[src/hw/rtl/qbs_pkg.sv]
// ----------------------------------------------------------------------------
// Queued beep sequencer package
// Shared types and constants: request entry layout, phase codes, command
// codes and configuration register indexes.
// ----------------------------------------------------------------------------
package qbs_pkg;

  // Default number of queued requests.
  localparam int QUEUE_DEPTH_DEF = 8;

  // Field widths of one request, the scale register, the fill report and the configuration port.
  localparam int FREQ_W  = 16;
  localparam int MS_W    = 16;
  localparam int SCALE_W = 16;
  localparam int QUEUED_W = 4;
  localparam int CFG_IDX_W = 1;
  localparam int CFG_DATA_W = 16;

  // Reset value of the period scale register.
  localparam logic [SCALE_W-1:0] PERIOD_SCALE_RST = 16'd1;

  // Command codes of an input item.
  localparam logic CMD_TICK    = 1'b0;
  localparam logic CMD_ENQUEUE = 1'b1;

  // Configuration register indexes.
  localparam logic [CFG_IDX_W-1:0] REG_ENABLED      = 1'b0;
  localparam logic [CFG_IDX_W-1:0] REG_PERIOD_SCALE = 1'b1;

  // One stored beep request.
  typedef struct packed {
    logic [FREQ_W-1:0] freq;
    logic [MS_W-1:0]   tone;
    logic [MS_W-1:0]   silence;
  } beep_entry_t;

  // Playback phase.
  typedef enum logic [2:0] {
    PH_IDLE = 3'b001,
    PH_TONE = 3'b010,
    PH_MUTE = 3'b100
  } phase_t;

endpackage

[src/hw/rtl/qbs_store.sv]
// ----------------------------------------------------------------------------
// Beep request store
// Ring storage for queued requests with one write port and one registered
// read port. A write to the address being read is passed to the read data.
// ----------------------------------------------------------------------------
module qbs_store #(
  parameter int DEPTH = qbs_pkg::QUEUE_DEPTH_DEF,
  parameter int AW    = $clog2(DEPTH)
) (
  input  logic                clk,
  input  logic                we,
  input  logic [AW-1:0]       waddr,
  input  qbs_pkg::beep_entry_t wdata,
  input  logic [AW-1:0]       raddr,
  output qbs_pkg::beep_entry_t rdata
);
  import qbs_pkg::*;

  beep_entry_t mem_r [DEPTH];
  beep_entry_t rdata_r;

  // Write port.
  always_ff @(posedge clk) begin
    if (we) begin
      mem_r[waddr] <= wdata;
    end
  end

  // Registered read, new data first on an address collision.
  always_ff @(posedge clk) begin
    if (we && (waddr == raddr)) begin
      rdata_r <= wdata;
    end else begin
      rdata_r <= mem_r[raddr];
    end
  end

  assign rdata = rdata_r;

endmodule

[src/hw/rtl/queued_beep_sequencer.sv]
// ----------------------------------------------------------------------------
// Queued beep sequencer
// Plays queued beep requests in order, each as a tone phase followed by an
// optional mute phase, and reports the PWM settings after every item.
// ----------------------------------------------------------------------------
// Usage:
//   The input channel carries one item per handshake: a millisecond tick
//   (cmd 0) or a beep request to enqueue (cmd 1, with frequency, tone and
//   mute durations). Every input item yields exactly one result item on the
//   output channel with the tone enable, PWM period and compare, busy flag,
//   drop flag and queue fill after that item.
//   An item is taken into an input register, processed in one pass and
//   written to the output register; one item per cycle is sustained while
//   the receiver does not stall. The request
//   queue is read through a registered port that always holds the entry
//   after the one playing, so a phase change never waits on the memory.
//   When the receiver stalls, the output register holds its result and the
//   input register fills; after that the input channel stalls too.
//   Reset clears the queue pointers, the fill count and the phase, disables
//   enqueue and sets the period scale to one; the store needs no clearing.
//   Configuration is written through cfg_we, cfg_index and cfg_wdata.
// ----------------------------------------------------------------------------
module queued_beep_sequencer #(
  parameter int QUEUE_DEPTH = qbs_pkg::QUEUE_DEPTH_DEF
) (
  input  logic                               clk,
  input  logic                               rst_n,
  // Configuration port
  input  logic                               cfg_we,
  input  logic [qbs_pkg::CFG_IDX_W-1:0]      cfg_index,
  input  logic [qbs_pkg::CFG_DATA_W-1:0]     cfg_wdata,
  // Input channel
  input  logic                               in_valid,
  output logic                               in_stall,
  input  logic                               in_cmd,
  input  logic [qbs_pkg::FREQ_W-1:0]         in_tone_freq,
  input  logic [qbs_pkg::MS_W-1:0]           in_tone_ms,
  input  logic [qbs_pkg::MS_W-1:0]           in_silence_ms,
  // Result channel
  output logic                               out_valid,
  input  logic                               out_stall,
  output logic                               out_tone_on,
  output logic [qbs_pkg::FREQ_W-1:0]         out_pwm_period,
  output logic [qbs_pkg::FREQ_W-2:0]         out_pwm_compare,
  output logic                               out_busy_res,
  output logic                               out_dropped,
  output logic [qbs_pkg::QUEUED_W-1:0]       out_queued
);
  import qbs_pkg::*;

  localparam int PTR_W = $clog2(QUEUE_DEPTH);
  localparam int CNT_W = $clog2(QUEUE_DEPTH + 1);
  localparam logic [PTR_W-1:0] PTR_LAST  = PTR_W'(QUEUE_DEPTH - 1);
  localparam logic [CNT_W-1:0] CNT_FULL  = CNT_W'(QUEUE_DEPTH);
  localparam logic [CNT_W-1:0] CNT_ONE   = CNT_W'(1);
  localparam logic [CNT_W-1:0] CNT_ZERO  = '0;
  localparam logic [MS_W-1:0]  MS_ONE    = MS_W'(1);

  // Ring pointer increment with wrap at the queue depth.
  function automatic logic [PTR_W-1:0] ptr_inc(input logic [PTR_W-1:0] p);
    logic [PTR_W-1:0] r;
    if (p == PTR_LAST) begin
      r = '0;
    end else begin
      r = p + PTR_W'(1);
    end
    return r;
  endfunction

  // Configuration registers.
  logic               enabled_r;
  logic [SCALE_W-1:0] period_scale_r;

  always_ff @(posedge clk) begin
    if (!rst_n) begin
      enabled_r      <= 1'b0;
      period_scale_r <= PERIOD_SCALE_RST;
    end else if (cfg_we) begin
      case (cfg_index)
        REG_ENABLED:      enabled_r      <= cfg_wdata[0];
        REG_PERIOD_SCALE: period_scale_r <= cfg_wdata[SCALE_W-1:0];
        default: ;
      endcase
    end
  end

  // Input register.
  logic              in_v_r;
  logic              cmd_r;
  beep_entry_t       req_r;
  logic              go;
  logic              out_v_r;

  assign go       = in_v_r && (!out_v_r || !out_stall);
  assign in_stall = in_v_r && !go;

  always_ff @(posedge clk) begin
    if (!rst_n) begin
      in_v_r <= 1'b0;
    end else if (in_valid && !in_stall) begin
      in_v_r <= 1'b1;
    end else if (go) begin
      in_v_r <= 1'b0;
    end
  end

  always_ff @(posedge clk) begin
    if (in_valid && !in_stall) begin
      cmd_r       <= in_cmd;
      req_r.freq    <= in_tone_freq;
      req_r.tone    <= in_tone_ms;
      req_r.silence <= in_silence_ms;
    end
  end

  // Sequencer state.
  logic [PTR_W-1:0] wp_r, wp_nxt;
  logic [PTR_W-1:0] rp_r, rp_nxt;
  logic [CNT_W-1:0] cnt_r, cnt_nxt;
  phase_t           phase_r, phase_nxt;
  logic [MS_W-1:0]  ms_r, ms_nxt;
  logic [FREQ_W-1:0] cur_freq_r, cur_freq_nxt;
  logic [MS_W-1:0]  cur_sil_r, cur_sil_nxt;
  logic             dropped_nxt;
  logic             store_we;
  beep_entry_t      next_entry;
  logic [CNT_W-1:0] cnt_dec;

  assign cnt_dec = cnt_r - CNT_ONE;

  // Next state for one item.
  always_comb begin
    wp_nxt       = wp_r;
    rp_nxt       = rp_r;
    cnt_nxt      = cnt_r;
    phase_nxt    = phase_r;
    ms_nxt       = ms_r;
    cur_freq_nxt = cur_freq_r;
    cur_sil_nxt  = cur_sil_r;
    dropped_nxt  = 1'b0;
    store_we     = 1'b0;
    if (go) begin
      if (cmd_r == CMD_ENQUEUE) begin
        if (!enabled_r || (cnt_r == CNT_FULL)) begin
          dropped_nxt = 1'b1;
        end else begin
          store_we = 1'b1;
          wp_nxt   = ptr_inc(wp_r);
          cnt_nxt  = cnt_r + CNT_ONE;
          if (cnt_r == CNT_ZERO) begin
            phase_nxt    = PH_TONE;
            ms_nxt       = req_r.tone;
            cur_freq_nxt = req_r.freq;
            cur_sil_nxt  = req_r.silence;
          end
        end
      end else if (phase_r != PH_IDLE) begin
        if (ms_r > MS_ONE) begin
          ms_nxt = ms_r - MS_ONE;
        end else if ((phase_r == PH_TONE) && (cur_sil_r != '0)) begin
          phase_nxt = PH_MUTE;
          ms_nxt    = cur_sil_r;
        end else begin
          // Current entry is done: start the next one or go idle.
          rp_nxt  = ptr_inc(rp_r);
          cnt_nxt = cnt_dec;
          if (cnt_dec == CNT_ZERO) begin
            phase_nxt = PH_IDLE;
            ms_nxt    = '0;
          end else begin
            phase_nxt    = PH_TONE;
            ms_nxt       = next_entry.tone;
            cur_freq_nxt = next_entry.freq;
            cur_sil_nxt  = next_entry.silence;
          end
        end
      end
    end
  end

  always_ff @(posedge clk) begin
    if (!rst_n) begin
      wp_r    <= '0;
      rp_r    <= '0;
      cnt_r   <= '0;
      phase_r <= PH_IDLE;
      ms_r    <= '0;
    end else begin
      wp_r    <= wp_nxt;
      rp_r    <= rp_nxt;
      cnt_r   <= cnt_nxt;
      phase_r <= phase_nxt;
      ms_r    <= ms_nxt;
    end
  end

  always_ff @(posedge clk) begin
    cur_freq_r <= cur_freq_nxt;
    cur_sil_r  <= cur_sil_nxt;
  end

  // Request store; the read port tracks the entry after the playing one.
  qbs_store #(
    .DEPTH (QUEUE_DEPTH),
    .AW    (PTR_W)
  ) u_store (
    .clk   (clk),
    .we    (store_we),
    .waddr (wp_r),
    .wdata (req_r),
    .raddr (ptr_inc(rp_nxt)),
    .rdata (next_entry)
  );

  // Result values after the item.
  logic                      tone_on_nxt;
  logic [2*FREQ_W-1:0]       product;
  logic [FREQ_W-1:0]         period_nxt;
  logic [CNT_W+QUEUED_W-1:0] cnt_ext;

  assign tone_on_nxt = (phase_nxt == PH_TONE);
  assign product     = cur_freq_nxt * period_scale_r;
  assign period_nxt  = tone_on_nxt ? product[FREQ_W-1:0] : '0;
  assign cnt_ext     = {{QUEUED_W{1'b0}}, cnt_nxt};

  // Output register.
  logic                tone_on_r;
  logic [FREQ_W-1:0]   period_r;
  logic                busy_r;
  logic                dropped_r;
  logic [QUEUED_W-1:0] queued_r;

  always_ff @(posedge clk) begin
    if (!rst_n) begin
      out_v_r <= 1'b0;
    end else if (go) begin
      out_v_r <= 1'b1;
    end else if (!out_stall) begin
      out_v_r <= 1'b0;
    end
  end

  always_ff @(posedge clk) begin
    if (go) begin
      tone_on_r <= tone_on_nxt;
      period_r  <= period_nxt;
      busy_r    <= (cnt_nxt != CNT_ZERO);
      dropped_r <= dropped_nxt;
      queued_r  <= cnt_ext[QUEUED_W-1:0];
    end
  end

  assign out_valid       = out_v_r;
  assign out_tone_on     = tone_on_r;
  assign out_pwm_period  = period_r;
  assign out_pwm_compare = period_r[FREQ_W-1:1];
  assign out_busy_res    = busy_r;
  assign out_dropped     = dropped_r;
  assign out_queued      = queued_r;

  // The fill count never passes the queue depth.
  a_cnt_max: assert property (@(posedge clk) disable iff (!rst_n)
    cnt_r <= CNT_FULL)
    else $error("queue fill count above depth");

  // Idle exactly when the queue is empty.
  a_idle_empty: assert property (@(posedge clk) disable iff (!rst_n)
    (phase_r == PH_IDLE) == (cnt_r == CNT_ZERO))
    else $error("phase and fill count disagree");

  // A rejected request leaves the queue untouched.
  a_drop_keeps: assert property (@(posedge clk) disable iff (!rst_n)
    (go && dropped_nxt) |=> ((cnt_r == $past(cnt_r)) && (wp_r == $past(wp_r))))
    else $error("dropped request changed the queue");

  // A tone is only reported while something is queued.
  a_tone_busy: assert property (@(posedge clk) disable iff (!rst_n)
    (out_v_r && tone_on_r) |-> busy_r)
    else $error("tone reported with empty queue");

endmodule

[config.mk]
export PLATFORM = sky130hd
export DESIGN_NAME = queued_beep_sequencer
export DESIGN_NICKNAME = d
export VERILOG_FILES = /design/src/hw/rtl/qbs_pkg.sv /design/src/hw/rtl/qbs_store.sv /design/src/hw/rtl/queued_beep_sequencer.sv
export SDC_FILE = /design/constraint.sdc
export NUM_CORES = 1
export LEC_CHECK = 0
export BUFFER_PORTS_ARGS = -buffer_cell sky130_fd_sc_hd__buf_2
export CORE_MARGIN = 3
export CORE_UTILIZATION = 30
export DETAILED_ROUTE_END_ITERATION = 10
export SLEW_MARGIN = 20
export SYNTH_ARGS = -nofsm -noshare
export SYNTH_HDL_FRONTEND = slang
export SYNTH_SLANG_ARGS = --single-unit
[constraint.sdc]
create_clock -name clk -period 13.8 [get_ports clk]
set_input_delay 1.38 -clock clk [delete_from_list [all_inputs] [get_ports clk]]
set_output_delay 1.38 -clock clk [all_outputs]
set_load 0.01 [all_outputs]
==> impl_metrics.ini <==
[placed_design]
dp_hpwl_um = 36300
pre_cts_ws_ps = 4910
placed_area_um2 = 27200
io_buffer_count = 110
gp_congestion = 0.836

[routing]
drt_iter0_markers = 1098
route.detailed.drc = 0
num_vias = 14410
post_drt_wl_per_cell_um = 19.3
final_antenna_net_count = 0
vias_per_cell = 4.81
drt-total-wl_um = 57700
first_pass_iters = 5

[sta]
fin_tns_setup_ps = 0
period_needed_ps = 8350
rsz0062_at_grt = false
finalWorstSetupSlack_ps = 5450
post-route-period-util_pct = 60.5
timing.fmax_mhz = 120
worst_pin_slew_ps = 1100
setup_viol = 0
hold_viol_final = 0
skew_ps = 75.7
maxSlewViolCount = 0
max-slew-margin-rel_pct = 26.5

[yosys]
yosys.area.top_type = edfxtp_1
synth_top_area_share_pct = 55.8
async_reset_ff_share_pct = 0
synth_cells = 1715
synth-seq-cells = 539
ys_warn_count = 0
synth_edf_count = 472
syn_area_um2 = 25400
avgSynthCellArea_um2 = 14.8
syn-num-nets = 1926
synth_area_leaders = edfxtp_1 (56%), mux4_2 (8.5%), fa_1 (6.3%)
yosysUniqueCellTypes = 77
ys_seq_area_share_pct = 61.0
synth_flop_cell = edfxtp_1

[layout]
multi_input_area_um2 = 9020
num_antenna_cells = 0
fin_area_um2 = 29200
final_common_cell = edfxtp_1
fill_cells = 8096
mostFrequentLayoutCells = edfxtp_1 (472), nand2_1 (161), inv_1 (128)
drive_gt1_share_pct = 20.4
area_growth_pct = 14.9
seq_area_um2 = 15500
layout.nets = 2023

[critical_path]
crit_arrival_ps = 8670
crit_path_end_kind = register
critPathMaxStageDelay_ps = 820
startpoint_type = register
slowest_stage = and2_1
crit_buf_inv = 4
crit_type = reg -> reg
worst-path-max-fanout = 18
cp_cell_sequence = nor4_1, and4_1, o211ai_4, o31ai_1, and2_1, o22a_1, and2_1, fa_1, inv_1, fa_1, fa_1, fa_1, inv_1, fa_1, inv_1, fa_1, inv_1, ha_1, nand3_1, o2111ai_1, o211ai_1, xor2_1, xnor3_1, nor2_1
crit_top_cell = fa_1
r2r_slack_ps = 5450
critical_path_required_ps = 14120
cpLargestDelayFamily = adder cells

[flow_run]
maxCapViolCount = 0

[die]
die_y_um = 297
die_w_um = 297
fp.dieArea_um2 = 88300
core_um2 = 83800
start_util_pct = 30.3
ios = 111
rows = 106

[global_routing]
top_usage_layer = met2
grt_usage_pct = 12.9
grt_use_met1_pct = 17.4
met3_usage_pct = 2.35
use_met2_pct = 21.3
gr-total-overflow = 0
antenna_found_initial = 3
grt_pass1_wl_um = 89200
grt_max_degree = 64
grt_pass1_vias = 15125

[clock_tree]
cts_inserted_buffers = 58
cts_root_buf = clkbuf_16
max-clock-path-buffers = 3
post_cts.repair.setup_buffers = 0
cts_tree = yes
cts-resized-gates = 0
clk_pin_slew_ps = 60
cts.htree.levels = 2
ctsHoldBuffers = 0
clkLatencyLatePin_ps = 660
clkSinkCount = 539

[min_path]
hold_path.class = reg -> reg

[power_and_ir_drop]
ir_worst_vdd_uv = 112
p_per_area_nw_per_um2 = 130
leakagePower_nw = 10.4

[run_status]
status = finished, final reports clean
[tightest hold or removal path, cell delays in order (launching register included)]
cell     delay, ps
dfxtp_1        320
nand2_1         60
a21oi_1         50
[Yosys cell counts, types with 21 or more instances]
cell,instances
mux4_2,96
xnor2_1,27
dfxtp_1,67
fa_1,80
mux2_2,23
edfxtp_1,472
ha_1,60
nor3_1,43
a21oi_1,39
nor2_1,86
o21ai_0,26
clkbuf_1,49
and2_1,75
inv_1,128
nand2_1,161
mux2i_1,21
[stage by stage]
stage	cells	total power [mW]	hold WS [ps]	utilization (%)
5_1_grt	2995	3.94	505	34.9
2_1_floorplan	1715	2.11	437	-
3_5_place_dp	2886	2.21	479	32.4
3_3_place_gp	2886	2.20	457	32.4
4_1_cts	2995	3.83	488	34.9
6_report	2995	3.78	481	34.9
[path summary, 6_finish.rpt]
path / startpoint / to / cells past startpoint
max: cur_sil_r[10]$_DFFE_PP_ / out_pwm_period[15]$_SDFFCE_PN0P_ / 24
min reg2reg: period_scale_r[15]$_SDFFE_PN0P_ / period_scale_r[15]$_SDFFE_PN0P_ / 2
max reg2reg: cur_sil_r[10]$_DFFE_PP_ / out_pwm_period[15]$_SDFFCE_PN0P_ / 24
min: period_scale_r[15]$_SDFFE_PN0P_ / period_scale_r[15]$_SDFFE_PN0P_ / 2
[power by group]
group          total (mW)  internal, mW  switching [mW]
sequential           1.84          1.80          0.0413
clock                1.61         0.948           0.660
combinational       0.335         0.137           0.197
[routing by layer]
layer | wire length [um] | part of all wire [%]
met1 | 25500 | 44
met5 | 0 | 0
met3 | 3150 | 5.5
met2 | 27600 | 48
met4 | 1360 | 2.4
[kinds of logic (layout without fill, tap and decap cells)]
| family | after synthesis | count (layout) | share of synthesized area, % |
|---|---|---|---|
| adders and majority gates | 140 | 140 | 9.25 |
| muxes | 140 | 140 | 10.4 |
| buffers and inverters | 228 | 374 | 3.75 |
| xor gates and xnor gates | 46 | 46 | 1.89 |
| and+or+nand+nor | 448 | 448 | 8.78 |
| DFF | 539 | 539 | 61.0 |
| AOI/OAI and AO/OA | 174 | 174 | 4.95 |
[registers in the layout (all words and copies together), names as in the netlist, named ones only]
name	count
in_v_r	1
out_valid	1
u_store.mem_r	384
out_queued	4
phase_r	3
wp_r	3
ms_r	16
cur_freq_r	16
enabled_r	1
cmd_r	1
rp_r	3
period_scale_r	16
out_busy_res	1
out_tone_on	1
cnt_r	4
req_r	48
cur_sil_r	16
out_pwm_period	16
out_dropped	1
[area by class of cell]
| class | instances | area share (%) |
|---|---|---|
| Inverter | 129 | 1.66 |
| Clock buffer | 74 | 5.42 |
| Sequential cell | 539 | 53.1 |
| Tap cell | 1134 | 4.86 |
| Timing Repair Buffer | 136 | 2.55 |
| Clock inverter | 35 | 1.49 |
| Multi-Input combinational cell | 948 | 30.9 |
Power figures use the tool's default switching activity.
